===== config.mk =====
export PLATFORM = sky130hd
export DESIGN_NAME = s20_front_flat
export DESIGN_NICKNAME = d
export VERILOG_FILES = /design/src/rtl/s20_pkg.sv /design/src/rtl/s20_stream_if.sv /design/src/rtl/s20_front.sv /design/src/flat_wrapper.sv
export SDC_FILE = /design/constraint.sdc
export NUM_CORES = 1
export LEC_CHECK = 0
export ABC_AREA = 1
export BUFFER_PORTS_ARGS = -buffer_cell sky130_fd_sc_hd__buf_2
export CAP_MARGIN = 20
export CORE_MARGIN = 5
export CORE_UTILIZATION = 35
export CTS_CLUSTER_DIAMETER = 120
export DETAILED_ROUTE_END_ITERATION = 16
export GPL_TIMING_DRIVEN = 1
export SYNTH_ARGS = -nofsm -noshare
export SYNTH_HDL_FRONTEND = slang
export SYNTH_SLANG_ARGS = --single-unit

===== constraint.sdc =====
create_clock -name clk -period 8.35 [get_ports clk]
set_input_delay 0.4175 -clock clk [delete_from_list [all_inputs] [get_ports clk]]
set_output_delay 0.4175 -clock clk [all_outputs]
set_load 0.03 [all_outputs]

===== src/rtl/s20_pkg.sv =====
// Package with shared types, constants and round functions for the Salsa20 keystream cipher.
package s20_pkg;

	localparam logic [31:0] SIGMA0       = 32'h61707865;
	localparam logic [31:0] SIGMA1_LONG  = 32'h3320646e;
	localparam logic [31:0] SIGMA2_LONG  = 32'h79622d32;
	localparam logic [31:0] SIGMA1_SHORT = 32'h3120646e;
	localparam logic [31:0] SIGMA2_SHORT = 32'h79622d36;
	localparam logic [31:0] SIGMA3       = 32'h6b206574;

	localparam int CFG_IDX_W = 3;
	localparam int CFG_DATA_W = 64;
	localparam int QUEUE_DEPTH = 2;

	localparam logic [CFG_IDX_W-1:0] REG_KEY0   = 3'd0;
	localparam logic [CFG_IDX_W-1:0] REG_KEY1   = 3'd1;
	localparam logic [CFG_IDX_W-1:0] REG_KEY2   = 3'd2;
	localparam logic [CFG_IDX_W-1:0] REG_KEY3   = 3'd3;
	localparam logic [CFG_IDX_W-1:0] REG_SHORT  = 3'd4;
	localparam logic [CFG_IDX_W-1:0] REG_NONCE  = 3'd5;
	localparam logic [CFG_IDX_W-1:0] REG_START  = 3'd6;
	localparam logic [CFG_IDX_W-1:0] REG_ROUNDS = 3'd7;

	localparam logic [1:0] ROUNDS_8  = 2'd0;
	localparam logic [1:0] ROUNDS_12 = 2'd1;

	typedef logic [31:0] word_t;
	typedef word_t [15:0] block_t;

	typedef enum logic [1:0] {
		CORE_IDLE,
		CORE_ROUND,
		CORE_FINAL
	} core_state_t;

	// Queue entry from the front part to the back part.
	typedef struct packed {
		logic [31:0] data;
		logic        xor_en;
		logic [3:0]  pos;
		logic        build;
		logic [63:0] counter;
	} job_t;

	function automatic word_t rotl(input word_t v, input int n);
		rotl = (v << n) | (v >> (32 - n));
	endfunction

	function automatic block_t qround(input block_t w, input int a, input int b,
		input int c, input int d);
		block_t x;
		x = w;
		x[b] = x[b] ^ rotl(x[a] + x[d], 7);
		x[c] = x[c] ^ rotl(x[b] + x[a], 9);
		x[d] = x[d] ^ rotl(x[c] + x[b], 13);
		x[a] = x[a] ^ rotl(x[d] + x[c], 18);
		qround = x;
	endfunction

	function automatic block_t double_round(input block_t w);
		block_t x;
		x = w;
		x = qround(x, 0, 4, 8, 12);
		x = qround(x, 5, 9, 13, 1);
		x = qround(x, 10, 14, 2, 6);
		x = qround(x, 15, 3, 7, 11);
		x = qround(x, 0, 1, 2, 3);
		x = qround(x, 5, 6, 7, 4);
		x = qround(x, 10, 11, 8, 9);
		x = qround(x, 15, 12, 13, 14);
		double_round = x;
	endfunction

endpackage


===== src/rtl/s20_stream_if.sv =====
// Valid/ready stream interfaces for data items, results and configuration writes.
interface s20_in_if;
	logic        valid;
	logic        ready;
	logic [31:0] data_in;
	logic        xor_enable;
	modport source (output valid, output data_in, output xor_enable, input ready);
	modport sink (input valid, input data_in, input xor_enable, output ready);
endinterface



===== src/rtl/s20_front.sv =====
// Front part: accepts items, tracks word position and block counter, and queues jobs.
module s20_front #(
	parameter int DEPTH = s20_pkg::QUEUE_DEPTH
) (
	input  logic            clk,
	input  logic            arst_n,
	s20_in_if.sink          in_ch,
	input  logic            reload,
	input  logic [63:0]     start_block,
	output s20_pkg::job_t   job,
	output logic            job_valid,
	input  logic            job_pop
);
	import s20_pkg::*;

	localparam int PW = (DEPTH > 1) ? $clog2(DEPTH) : 1;

	job_t           mem_q [DEPTH];
	logic [PW-1:0]  wr_q;
	logic [PW-1:0]  rd_q;
	logic [PW:0]    cnt_q;
	logic [3:0]     cursor_q;
	logic [63:0]    counter_q;
	logic           push;
	job_t           new_job;

	assign in_ch.ready = (cnt_q != PW'(0) + (PW+1)'(DEPTH));
	assign push = in_ch.valid && in_ch.ready;
	assign job_valid = (cnt_q != '0);
	assign job = mem_q[rd_q];

	always_comb begin
		new_job.data = in_ch.data_in;
		new_job.xor_en = in_ch.xor_enable;
		new_job.pos = cursor_q;
		new_job.build = (cursor_q == 4'd0);
		new_job.counter = counter_q;
	end

	always_ff @(posedge clk) begin
		if (push) begin
			mem_q[wr_q] <= new_job;
		end
	end

	always_ff @(posedge clk or negedge arst_n) begin
		if (!arst_n) begin
			wr_q <= '0;
			rd_q <= '0;
			cnt_q <= '0;
			cursor_q <= '0;
			counter_q <= '0;
		end else begin
			if (push) begin
				wr_q <= (wr_q == PW'(DEPTH - 1)) ? '0 : wr_q + 1'b1;
			end
			if (job_pop) begin
				rd_q <= (rd_q == PW'(DEPTH - 1)) ? '0 : rd_q + 1'b1;
			end
			cnt_q <= cnt_q + (PW+1)'(push) - (PW+1)'(job_pop);
			if (reload) begin
				cursor_q <= '0;
				counter_q <= start_block;
			end else if (push) begin
				cursor_q <= cursor_q + 4'd1;
				if (cursor_q == 4'd0) begin
					counter_q <= counter_q + 64'd1;
				end
			end
		end
	end
endmodule


===== src/flat_wrapper.sv =====
// flat-port wrapper written by rule: the top's interface ports become plain ports
module s20_front_flat import s20_pkg::*;
#(
	parameter int DEPTH = s20_pkg::QUEUE_DEPTH
)
  (clk, arst_n, reload, start_block, job, job_valid, job_pop, in_ch_valid, in_ch_data_in, in_ch_xor_enable, in_ch_ready);
  s20_in_if in_ch_i ();
  input  logic clk;
  input  logic arst_n;
  input  logic reload;
  input  logic [63:0] start_block;
  output s20_pkg::job_t job;
  output logic job_valid;
  input  logic job_pop;
  input wire logic [$bits(in_ch_i.valid)-1:0] in_ch_valid;
  input wire logic [$bits(in_ch_i.data_in)-1:0] in_ch_data_in;
  input wire logic [$bits(in_ch_i.xor_enable)-1:0] in_ch_xor_enable;
  output wire logic [$bits(in_ch_i.ready)-1:0] in_ch_ready;
  assign in_ch_i.valid = in_ch_valid;
  assign in_ch_i.data_in = in_ch_data_in;
  assign in_ch_i.xor_enable = in_ch_xor_enable;
  assign in_ch_ready = in_ch_i.ready;
  s20_front #(.DEPTH(DEPTH)) u_core (.clk(clk), .arst_n(arst_n), .in_ch(in_ch_i), .reload(reload), .start_block(start_block), .job(job), .job_valid(job_valid), .job_pop(job_pop));
endmodule

# Word-level counts from Yosys, hierarchy flattened
# Memories as Yosys holds them, arrays and structs flattened.
# Index checks and enable logic that the tools add are counted.
[op_classes]
add_sub_neg = 6
eq_ne = 1
mux = 9
n_reduce_logical = 6
[ops]
columns = ["op", "count"]
rows = [
  ["$mux W64", 3],
  ["$add A64 B1 Y64 const B", 1],
  ["$mux W4", 2],
  ["$reduce_bool A2 Y1", 3],
  ["$add A4 B1 Y4 const B", 1],
  ["$logic_not A4 Y1", 1],
  ["$mux W1", 4],
  ["$add A1 B1 Y1 const B", 2],
  ["$add A2 B1 Y2", 1],
  ["$ne A2 B2 Y1 const B", 1],
  ["$reduce_and A2 Y1", 1],
  ["$sub A2 B1 Y2", 1],
  ["$logic_and A1 B1 Y1", 1],
]
[totals]
ff_bits = 72
mem_bits_rw = 204
word_cells = 28
mem_count = 1
[mem_list]
columns = ["name", "depth", "width", "rd", "rd_clocked_by_memory_dff", "wr", "line_no", "source"]
rows = [
  ["u_core.mem_q", 2, 102, 1, 0, 1, "s20_front.sv:18", "job_t mem_q [DEPTH];"],
]

# Longest topological paths before layout
[depth]
depth_word = 4
ltp_mapped = 12
ltp_nobuf = 12

# Worst setup path before layout
# OpenSTA, ideal clock, no wires.
[synth_timing]
kind = "reg-to-reg"
from = "register u_core.cnt_q[1]"
to = "memory u_core.mem_q[1][0] (netlist bit), enable pin"
arrival_time_ns = 4.998
setup_slack_ns = 2.787
path_stages_with_launch = 4
path_buffers = 0
synth_period_minus_slack_ns = 5.563
cell_sequence = "dfrtp_1 -> nand2_2 -> nand2_2 -> nor2_1"
[synth_between]
elab_chain_cells = 4
[synth_rtl]
columns = ["item", "line_no", "source"]
rows = [
  ["start, declared", "s20_front.sv:21", "logic [PW:0] cnt_q;"],
  ["start signal, assigned", "s20_front.sv:60", "cnt_q <= cnt_q + (PW+1)'(push) - (PW+1)'(job_pop);"],
  ["$ne A2 B2 Y1", "s20_front.sv:27", "assign in_ch.ready = (cnt_q != PW'(0) + (PW+1)'(DEPTH));"],
  ["net in_ch_ready", "flat_wrapper.sv:18", "output wire logic [$bits(in_ch_i.ready)-1:0] in_ch_ready;"],
  ["$logic_and A1 B1 Y1", "s20_front.sv:28", "assign push = in_ch.valid && in_ch.ready;"],
  ["$mux W1", "s20_front.sv:41", "if (push) begin"],
  ["$mux W1 (implied by the code)", "s20_front.sv:42", "mem_q[wr_q] <= new_job;"],
  ["end, declared", "s20_front.sv:18", ""],
]
# The timed path passes the listed nets, and every way through them passes these cells.

==> results.toml <==
[yosys]
syn-mean-instance-area_um2 = 11.3
synthTopCellsByCount = "nand2_1 (242), edfxtp_1 (204), nor2_1 (136)"
synth_area_leaders = "edfxtp_1 (49%), dfrtp_1 (14%), mux2_2 (9.2%)"
netlist_area_mm2 = 0.0125
synth_async_sr_flop_share_pct = 26.1
synth_edf_count = 204
synthesis.nets = 1211
yosys.area.top_type_share_pct = 49.0
ys.flop_type = "edfxtp_1"
yosysUniqueCellTypes = 37
yosysWarningCount = 0
yosysSeqAreaShare_pct = 63.3
synth-seq-cells = 276
synth.most_common_cell = "nand2_1"
yosysTopAreaCell = "edfxtp_1"
netlist_instances = 1104

[timing]
min_period_over_period_pct = 39.4
period_needed_ns = 3.29
worstMarginPinSlew_ns = 1.05
hold_viol = 0
slew-limit-headroom_pct = 30.3
slew_violations = 0
fmax_mhz = 304
setup_violations = 0
tns_ns = 0
fin_skew_ns = 0.0117
grt_setup_unrepaired = "no"

[min_path]
min_path_type = "in -> reg"

[die]
io_pins = 206
initial_core_util_pct = 35.4
core-area_mm2 = 0.0354
die_h_um = 199
rows = 69
die_w_um = 199
dieArea_mm2 = 0.0396

[grt]
grt_usage_pct = 16.6
grt_pass1_wl_um = 50900
antenna_found_initial = 0
gr-total-overflow = 0
grt_pass1_vias = 8906
grt_max_degree = 73

[worst_setup_path]
critPathKind = "reg -> out"
slowest_delay_ns = 0.79
critPathArrivalTime_ns = 2.87
setup.worst_path.start_class = "flop"
end_kind = "output pin"
cp_slowest_cell = "dfrtp_4"
path_cells = "buf_4, mux2_2, buf_2"
crit_fanout = 64
cp.required_ns = 7.93

[drt]
dr.first_iter.drc_count = 648
vias = 8847
drc_errors = 0
vias_per_cell = 4.91
drt_wl_total_um = 33600
drtAntennaViolNets = 0
post_drt_wl_per_cell_um = 18.7
dr.pass1.iters = 5

[clock_tree]
cts_tree = "done"
clock_tree.root_cell = "clkbuf_16"
cts_setup_buffers = 0
cts_made_buffers = 30
cts_resized = 0
htree_levels = 1
clock_sinks = 276
path_clk_slew_ns = 0.06
clk-insertion-delay-late_ns = 0.56
cts_buffer_depth = 3

[cells_and_area]
antenna_cells = 0
nets = 1425
n_fill_cell = 3420
area_growth_pct = 20.7
drive_gt1_share_pct = 30.5
finish.utilization_pct = 42.7

[run]
cap_viol_max_count = 0

[place]
io_buffer_count = 205
gp_congestion = 0.906
dp_hpwl_um = 23900

[power_and_ir_drop]
p_leak_uw = 0.00595
power_per_cell_area_mw_per_mm2 = 335
peakVddDrop_v = 0.000198

[run_status]
status = "complete, no violations"
==> critical path: cells and delay by family (launching register included) <==
kind / cells / cell delay (ns)
buffers and inverters: 2 / 0.94
muxes: 1 / 0.44
DFF: 1 / 0.79
==> worst paths after layout <==
path                                          from                   end  slack (ns)  cells after the start
max in group asynchronous                   arst_n           u_core.rd_q        7.31                      4
worst max register to register  u_core.cursor_q[1]  u_core.counter_q[40]        5.43                     12
worst min-delay path              in_ch_data_in[1]   u_core.mem_q[1][71]        0.04                      1
worst max-delay path                   u_core.rd_q               job[48]        5.06                      3
worst min register to register  u_core.cursor_q[1]   u_core.mem_q[0][66]        0.51                      0
min in group asynchronous                   arst_n   u_core.counter_q[1]        0.42                      3
==> state kept, by name, summed over array words and instances, names as in the netlist <==
register	flops
u_core.counter_q	64
u_core.mem_q	204
u_core.wr_q	1
u_core.cursor_q	4
u_core.cnt_q	2
u_core.rd_q	1
==> cell type report <==
type / count / area [µm²] / area share [%]
sequential: 276 / 7930 / 52.5
multi-input combinational: 724 / 4180 / 27.7
timing repair buffer: 214 / 1110 / 7.34
clock buffer: 37 / 827 / 5.48
tap: 461 / 577 / 3.82
inverter: 72 / 273 / 1.81
clock inverter: 19 / 211 / 1.40
==> cell usage in the layout, fill, tap and decap left out, types with 5 or more instances in the layout <==
master | netlist | final
a21oi_1 | 17 | 17
o211ai_1 | 9 | 9
nor2_2 | 16 | 15
buf_4 | 3 | 7
a22oi_1 | 24 | 24
nor2_1 | 136 | 134
clkbuf_8 | 0 | 5
xnor2_1 | 13 | 13
ha_1 | 5 | 5
o21ai_0 | 18 | 18
dfrtp_1 | 72 | 71
clkinv_2 | 0 | 7
clkinv_1 | 1 | 5
nor2_4 | 6 | 9
mux2_2 | 102 | 102
xor2_1 | 11 | 11
nor3_1 | 6 | 6
clkbuf_16 | 0 | 30
inv_1 | 67 | 67
nand3_1 | 72 | 72
buf_2 | 14 | 205
nand2_2 | 10 | 10
nand4_1 | 14 | 14
edfxtp_1 | 204 | 204
o21bai_1 | 7 | 7
nand2_1 | 242 | 242
==> per-layer routing <==
metal	up-vias	wire length, µm	GRT usage [%]	part of all wire, %
met5	-	0	0	0
met4	0	977	4.76	2.9
met3	58	2200	2.71	6.5
met2	283	15800	27.4	47
met1	4263	14700	22.7	44
li1	4243	-	-	-
==> logic make-up after synthesis <==
family | after synthesis | share of synthesized area (%)
adders and majority gates | 5 | 0.500
xor gates and xnor gates | 24 | 1.68
and+or+nand+nor | 509 | 17.6
AOI/OAI and AO/OA | 84 | 4.27
muxes | 102 | 9.18
buffers and inverters | 104 | 3.43
DFF | 276 | 63.3
==> report_power, final <==
part           internal, µW  total (µW)  switching (µW)
registers              1870        2090             218
clock network           826        1370             543
logic                   526        1590            1070
total                  3220        5050            1830
==> metrics by stage <==
stage / hold slack, ns / setup WS, ns / power, µW / std cells / cell area (µm²)
after floorplan: 0.122 / 2.79 / 3250 / 1104 / 12500
after global placement: 0.480 / 5.46 / 3730 / 1745 / 14000
after detailed placement: 0.490 / 5.45 / 3750 / 1745 / 14000
after CTS: 0.00606 / 4.93 / 5140 / 1801 / 15100
after global routing: 0.0149 / 4.88 / 5320 / 1803 / 15100
final: 0.0430 / 5.06 / 5050 / 1803 / 15100
==> timing repair <==
item / 4_1_cts / 5_1_grt
endpoints found under the hold margin: 0 / 30
hold buffers: 0 / 1
setup endpoints to repair: 0 / 0
Note: power is estimated with default switching activity, not from simulation.
